**src/fdbe_pkg.sv**
```systemverilog
`timescale 1ns / 1ps
`default_nettype none

package fdbe_pkg;

    localparam int SAMPLE_W = 32;
    localparam int VALUE_W  = 64;

    // one diagonal of the difference table moving down the cell chain
    typedef struct packed {
        logic               valid;  // a transaction occupies this slot
        logic               last;   // final sample of the sequence
        logic               live;   // diag still carries a difference to push down
        logic [VALUE_W-1:0] diag;   // value entering the next level
        logic [VALUE_W-1:0] acc;    // alternating sum collected by the last sample
    } token_t;

endpackage

`default_nettype wire

```
**src/fdbe_cell.sv**
```systemverilog
`timescale 1ns / 1ps
`default_nettype none

module fdbe_cell
    import fdbe_pkg::*;
#(
    parameter int LEVEL = 0
)
(
    input  wire logic   clk,
    input  wire logic   rst_n,
    input  wire logic   advance,
    input  wire token_t tok_in,
    output token_t      tok_out
);

    localparam bit ODD = (LEVEL % 2) == 1;

    logic               active_reg;
    logic [VALUE_W-1:0] trail_reg;
    logic [VALUE_W-1:0] first_reg;
    token_t             tok_reg;
    token_t             tok_next;
    logic [VALUE_W-1:0] contrib;
    logic               opening;

    // level opens when a live diagonal reaches an unused cell
    assign opening = tok_in.live && !active_reg;

    // first element of this level, taken from the token when it opens the level now
    always_comb
    begin
        if (opening)
        begin
            contrib = tok_in.diag;
        end
        else if (active_reg)
        begin
            contrib = first_reg;
        end
        else
        begin
            contrib = '0;
        end
    end

    // next token handed to the neighbor
    always_comb
    begin
        tok_next.valid = tok_in.valid;
        tok_next.last  = tok_in.last;
        tok_next.live  = tok_in.live && active_reg;
        tok_next.diag  = tok_in.diag - trail_reg;
        if (tok_in.last)
        begin
            tok_next.acc = ODD ? (tok_in.acc - contrib) : (tok_in.acc + contrib);
        end
        else
        begin
            tok_next.acc = tok_in.acc;
        end
    end

    // level state, set when the level opens, cleared by reset or by the last sample of a sequence
    always_ff @(posedge clk or negedge rst_n)
    begin
        if (!rst_n)
        begin
            active_reg <= 1'b0;
        end
        else if (advance && tok_in.valid)
        begin
            if (tok_in.last)
            begin
                active_reg <= 1'b0;
            end
            else if (opening)
            begin
                active_reg <= 1'b1;
            end
        end
    end

    // trailing and first values of the level
    always_ff @(posedge clk)
    begin
        if (advance && tok_in.valid && tok_in.live)
        begin
            trail_reg <= tok_in.diag;
            if (!active_reg)
            begin
                first_reg <= tok_in.diag;
            end
        end
    end

    // token stage toward the next cell
    always_ff @(posedge clk or negedge rst_n)
    begin
        if (!rst_n)
        begin
            tok_reg <= '0;
        end
        else if (advance)
        begin
            tok_reg <= tok_next;
        end
    end

    assign tok_out = tok_reg;

endmodule

`default_nettype wire

```
**config.mk**
```make
export PLATFORM = sky130hd
export DESIGN_NAME = fdbe_cell
export DESIGN_NICKNAME = d
export VERILOG_FILES = /design/src/fdbe_pkg.sv /design/src/fdbe_cell.sv
export SDC_FILE = /design/constraint.sdc
export NUM_CORES = 1
export LEC_CHECK = 0
export ABC_CLOCK_PERIOD_IN_PS = 5900
export BUFFER_PORTS_ARGS = -buffer_cell sky130_fd_sc_hd__buf_2
export CORE_MARGIN = 4
export CORE_UTILIZATION = 45
export CTS_CLUSTER_SIZE = 25
export DETAILED_ROUTE_END_ITERATION = 6
export MAX_ROUTING_LAYER = met4
export PLACE_DENSITY = 0.65
export SETUP_SLACK_MARGIN = 0.05
export SKIP_LAST_GASP = 1
export SYNTH_ARGS = -nofsm -noshare
export SYNTH_HDL_FRONTEND = slang
export SYNTH_SLANG_ARGS = --single-unit
```
**constraint.sdc**
```tcl
create_clock -name clk -period 5.9 [get_ports clk]
set_input_delay 0.295 -clock clk [delete_from_list [all_inputs] [get_ports clk]]
set_output_delay 0.295 -clock clk [all_outputs]
set_load 0.05 [all_outputs]
```
==> metrics.cfg, run 1 <==
[synthesis]
synth-xor-area-share=0.0541
synth_area_leaders=edfxtp_1 22%, dfrtp_1 19%, ha_1 9.3%, a21oi_1 5.7%, a21o_1 3.1%
ys_ff_latch=260
synth_edf_count=128
synth_common_cells=200 x a21oi_1, 133 x nor2_1, 132 x dfrtp_1
synth.top_cell.area_share=0.218
syn_inst=1837
synth_top_area_cell=edfxtp_1
synth_compound_area_frac=0.227
ys_seq_area_frac=0.405
muxShareOfSynthArea=0.0573
ys_types=82
yosysMostFrequentCell=a21oi_1
yosys_warnings=0
synth_area_mm2=0.0176
synth_fp_nets=2104
syn_area_per_cell_um2=9.61
synthArstFlopShare=0.508
synth-main-ff-cell=dfrtp_1
synth-simple-area-share=0.118
synth_top_family_by_area=compound AO/OA/AOI/OAI gates
synth_fa_ha_area_frac=0.0952

[global_routing]
grt_antenna_before_repair=4
grt_pass1_vias=15000
grt_max_degree=79
grtUsageTotal=0.255
grt_pass1_wl_um=83900
grt_overflow=0

[layout]
instances_no_fill=2667
finalNetCount=2388
fillCellCount=3596
largest_reg_flops=131
areaGrowthSynthToFinish_pct=19.4
seq_area_mm2=0.00715
drive_gt1_frac=0.183
multiInputGateArea_mm2=0.00975

[timing]
fin_crit_sh=0.785
maxSlewHeadroom=0.375
worst_slew_pin_slew_ps=936
fmax_mhz=216
hold_violations=0
maxSlewViolCount=0
tns_ps=0
rsz0062_at_grt=no
final.min_clock_period_ps=4630
finalSetupViolCount=0
setup_slack_ps=1270
fin_skew_ps=21.5

[cts]
cts_num_sinks=260
clk_pin_slew_ps=60
clock_path_buffers=3
cts_root_buf=clkbuf_16
post-cts-setup-buffers=0
insertion_delay_ps=580
ctsResizeCount=0
cts-buffers-inserted=30
cts_tree=done
htreeDepth=1
holdBufCountCts=68

[hold_path]
hold_path_class=primary input to register

[detailed_routing]
wl_per_cell_um=20.5
postRouteAntennaNets=0
wl_um=54700
drc=0
drt-pass1-iter-count=5
routed-via-count=15300
vias_per_cell=5.74
dr.first_iter.drc_count=1339

[job]
maxCapViolCount=0

[critical_path]
cp-start-kind=register
worstPathCellList=nor2b_4, buf_4, a22o_1, ha_1, and3_1, nand4_1, or2_2, o31ai_1, a21oi_1, a221oi_1, mux2i_1, nand3_1
arrival_ps=5070
crit_path_top_delay_cell=dfrtp_2
critPathKind=register to register
critPathMaxFanout=36
critPathBufInv=1
required_ps=6340
critPathMaxStageDelay_ps=640
crit_path_end_kind=register
cp_top_family=simple AND/OR/NAND/NOR gates

[floorplan]
std_cell_rows=72
die_w_um=206
core_area_mm2=0.0387
num_io_pins=265
initial_utilization=0.455
design.die.area_mm2=0.0424
die_y_um=206

[power_and_ir_drop]
powerDensity_mw_per_mm2=325
peakVddDrop_mv=0.238
p_leak_nw=9.42

[placement]
placedCellCount=2539
place.gp.congestion=0.927
portBuffers=264
pre_cts_slack_ps=1340
hpwl_um=41800

[outcome]
status=finished clean

[routing by layer]
metal | track usage | up-vias | wire (µm) | share of wire
met1 | 0.385 | 7359 | 27100 | 0.50
li1 | - | 7386 | - | -
met3 | 0.0314 | 90 | 3080 | 0.056
met4 | 0.0663 | 0 | 1430 | 0.026
met2 | 0.365 | 485 | 23000 | 0.42
met5 | - | - | 0 | 0
[cell type report]
cell class / count / area share
repair buffers: 342 / 0.0992
clock inverters: 19 / 0.00867
clock buffers: 37 / 0.0384
flip-flops and latches: 260 / 0.339
diodes: 4 / 0.000475
inverters: 112 / 0.0200
multi-input cells: 1375 / 0.463
well taps: 518 / 0.0308
[worst paths after layout]
kind	slack [ps]	cells past startpoint	start	end
max	1270	12	active_reg	tok_out[63]
min reg2reg	490	1	tok_out[125]	tok_out[125]
max reg2reg	1270	12	active_reg	tok_out[63]
min in group asynchronous	370	2	rst_n	tok_out[79]
min	20	1	tok_in[98]	first_reg[34]
max in group asynchronous	4300	3	rst_n	tok_out[41]
[worst reg2reg max path: cells and delay by family (launching register included)]
family / cells / cell delay (ps)
compound gates: 4 / 1390
fa+ha+maj: 1 / 250
buf+inv: 1 / 450
flops: 1 / 640
mux: 1 / 250
simple gates: 5 / 1510
[per-stage QoR]
| stage | total power (W) | area, µm² | hold WS (ps) | utilization |
|---|---|---|---|---|
| 2_1_floorplan | 0.00421 | 17600 | -0.591 | - |
| 3_3_place_gp | 0.00491 | 19400 | 412 | 0.500 |
| 3_5_place_dp | 0.00492 | 19400 | 411 | 0.500 |
| 4_1_cts | 0.00687 | 21100 | 0.364 | 0.543 |
| 5_1_grt | 0.00719 | 21100 | 12.1 | 0.544 |
| 6_report | 0.00684 | 21100 | 23.7 | 0.544 |
[placed cells by master (no fill, tap or decap), drive strengths merged, types with 5 or more instances in the layout]
| cell type | Yosys | final |
|---|---|---|
| ha | 131 | 131 |
| dlygate4sd3 | 0 | 68 |
| clkinv | 0 | 12 |
| a211oi | 13 | 13 |
| buf | 10 | 274 |
| o211ai | 6 | 6 |
| o31ai | 19 | 19 |
| o21bai | 30 | 30 |
| or3 | 15 | 15 |
| and3 | 9 | 9 |
| inv | 112 | 113 |
| a21boi | 5 | 5 |
| mux2i | 47 | 47 |
| and2 | 7 | 7 |
| dfrtp | 132 | 132 |
| o221ai | 11 | 11 |
| and4 | 6 | 6 |
| edfxtp | 128 | 128 |
| a21o | 73 | 73 |
| nand4 | 40 | 40 |
| nand2b | 9 | 9 |
| o21a | 20 | 20 |
| a22o | 60 | 60 |
| a31oi | 20 | 20 |
| a21oi | 203 | 203 |
| nor2b | 21 | 21 |
| xor2 | 53 | 53 |
| xnor2 | 56 | 56 |
| nor3 | 21 | 21 |
| nor2 | 133 | 133 |
| nand3 | 37 | 37 |
| a41oi | 5 | 5 |
| o21ai | 89 | 89 |
| nand2 | 116 | 116 |
| clkbuf | 80 | 37 |
| or2 | 7 | 7 |
| mux2 | 48 | 48 |
| nor4 | 5 | 5 |
[kinds of logic after synthesis]
| family | after synthesis |
|---|---|
| compound gates | 602 |
| xor+xnor | 109 |
| fa+ha+maj | 133 |
| buf+inv | 202 |
| flops | 260 |
| mux | 95 |
| simple gates | 436 |
[where the power goes]
| part | switching, W | total (W) | internal, W |
|---|---|---|---|
| Sequential | 0.000130 | 0.00227 | 0.00214 |
| Combinational | 0.00182 | 0.00268 | 0.000861 |
| Clock | 0.000785 | 0.00189 | 0.00110 |
Power figures use the tool's default switching activity.
==> run 2, diff against run 1 <==
--- a/config.mk
+++ b/config.mk
@@ -5,14 +5,14 @@
 export SDC_FILE = /design/constraint.sdc
 export NUM_CORES = 1
 export LEC_CHECK = 0
-export ABC_CLOCK_PERIOD_IN_PS = 5900
+export ABC_CLOCK_PERIOD_IN_PS = 4200
 export BUFFER_PORTS_ARGS = -buffer_cell sky130_fd_sc_hd__buf_2
 export CORE_MARGIN = 4
 export CORE_UTILIZATION = 45
 export CTS_CLUSTER_SIZE = 25
 export DETAILED_ROUTE_END_ITERATION = 6
 export MAX_ROUTING_LAYER = met4
-export PLACE_DENSITY = 0.65
+export PLACE_DENSITY = 0.68
 export SETUP_SLACK_MARGIN = 0.05
 export SKIP_LAST_GASP = 1
 export SYNTH_ARGS = -nofsm -noshare
==> constraint.sdc (replaced) <==
create_clock -name clk -period 4.2 [get_ports clk]
set_input_delay 0.21 -clock clk [delete_from_list [all_inputs] [get_ports clk]]
set_output_delay 0.21 -clock clk [all_outputs]
set_load 0.05 [all_outputs]
==> metrics.cfg, run 2 (synthesis results as in run 1) <==
[outcome]
status=finished clean

[critical_path]
critPathMaxFanout=10
arrival_ps=4330
cp-start-kind=primary input
worst-r2r-cell-count=15
critPathKind=primary input to register
required_ps=4640
crit_end=tok_out[63]
regToRegSetupSlack_ps=350
crit_start=tok_in[128]
r2r-end=tok_out[58]
reg2reg_from=active_reg
crit_path_end_kind=register

[timing]
final.min_clock_period_ps=3890
fin_crit_sh=0.927
worst_slew_pin_slew_ps=914
tns_ps=0
finalSetupViolCount=0
maxSlewViolCount=0
maxSlewHeadroom=0.391
fmax_mhz=257
rsz0062_at_grt=no
hold_violations=0
fin_skew_ps=19.1

[floorplan]
die_y_um=206
die_w_um=206
core_area_mm2=0.0387
std_cell_rows=72
initial_utilization=0.455
design.die.area_mm2=0.0424
num_io_pins=265

[hold_path]
hold_path_class=primary input to register

[detailed_routing]
wl_met1_um=27100
wl_per_cell_um=20.4
routed-via-count=15700
vias_per_cell=5.74
postRouteAntennaNets=0
wl_met3_um=3380
drt-pass1-iter-count=6
met2_wirelength_um=23800
wl_um=55900
dr.first_iter.drc_count=1566
drc=0
routed.top_layer=met4

[layout]
largest_reg_flops=131
final_cell_mix=262 x buf_2, 200 x a21oi_1, 133 x nor2_1, 131 x ha_1, 131 x dfrtp_1
areaGrowthSynthToFinish_pct=22.8
finalNetCount=2458
final_common_cell=buf_2
drive_gt1_frac=0.196
fillCellCount=3473
seq_area_mm2=0.00715
multiInputGateArea_mm2=0.00976
instances_no_fill=2737

[cts]
htreeDepth=1
cts-buffers-inserted=29
clk_pin_slew_ps=70
insertion_delay_ps=570
cts_tree=done
clock_path_buffers=3
cts_root_buf=clkbuf_16
cts_num_sinks=260

[power_and_ir_drop]
powerDensity_mw_per_mm2=445
switching_share=0.400
combPwrFrac=0.406
power.switching_w=0.00385
clkPwrFrac=0.264
intPower_w=0.00578
p_leak_nw=9.74
peakVddDrop_mv=0.344
power.total_w=0.00964
power_frac_seq=0.330

[placement]
portBuffers=264
place.gp.congestion=0.943
hpwl_um=42800
placedCellCount=2574

[global_routing]
grt_overflow=0
grtUsageTotal=0.261
grt_pass1_wl_um=85300
grt_pass1_vias=15100
grt_max_degree=90
grt_antenna_before_repair=6

[job]
maxCapViolCount=0

run 2: changes by cell type in the layout (fill, tap and decap cells not counted), sizes merged:
cell         previous run  this run
bufinv                  3         2
buf                   274       313
clkbuf                 37        35
diode                   4         6
dlygate4sd3            68       100
run 2: worst min-delay path by stage:
stage                    start     endpoint  slack, ps  cells past startpoint
floorplan                rst_n   active_reg        -90                      0
global placement         rst_n  tok_out[80]        220                      1
detailed placement       rst_n  tok_out[79]        230                      1
CTS                  tok_in[8]   tok_out[8]        0.2                      3
global route        tok_in[41]  tok_out[41]         30                      4
finish              tok_in[23]  tok_out[23]         20                      3
run 2: timing repair:
| action | 4_1_cts | 5_1_grt |
|---|---|---|
| resized for setup | 0 | 3 |
| endpoints found under the setup margin | 0 | 12 |
| setup buffers | 0 | 4 |
| endpoints found under the hold margin | 221 | 0 |
| hold buffers | 100 | 0 |
run 2: worst max-delay path: stages:
cell,delay (ps)
dlygate4sd3_1,540
buf_2,170
nor2b_4,160
buf_12,140
buf_4,130
a22o_1,220
ha_1,380
nand4_1,220
nor3_1,230
o311ai_1,160
nand4_1,150
a2bb2oi_1,80
buf_4,160
o31ai_1,220
buf_4,170
a21oi_1,100
a221oi_1,360
buf_4,190
mux2i_1,240
nand3_1,90
run 2: cell type report:
class / count / area share
Multi-Input combinational cell: 1375 / 0.450
Sequential cell: 260 / 0.330
Timing Repair Buffer: 413 / 0.126
Clock buffer: 35 / 0.0369
Tap cell: 518 / 0.0299
Inverter: 112 / 0.0194
Clock inverter: 18 / 0.00699
Antenna cell: 6 / 0.000693
run 2: per-stage QoR:
stage,setup slack (ps),hold slack [ps],cell area (µm²),util
3_5_place_dp,206,228,19700,0.507
4_1_cts,199,0.236,21600,0.558
2_1_floorplan,206,-85.6,17600,-
3_3_place_gp,293,221,19700,0.507
6_report,306,24.9,21700,0.559
5_1_grt,80.7,25.3,21700,0.559
run 2: per-layer routing:
metal | track usage | vias to the layer above
li1 | - | 7532
met1 | 0.395 | 7495
met2 | 0.374 | 581
met3 | 0.0234 | 96
met4 | 0.0765 | 0
met5 | - | -
run 2: power by group through the flow:
stage,clock (W),combinational [W],sequential [W]
6_report,0.00255,0.00391,0.00318
5_1_grt,0.00271,0.00420,0.00321
4_1_cts,0.00261,0.00388,0.00318
3_5_place_dp,0,0.00378,0.00322
3_3_place_gp,0,0.00378,0.00321
2_1_floorplan,0,0.00176,0.00416
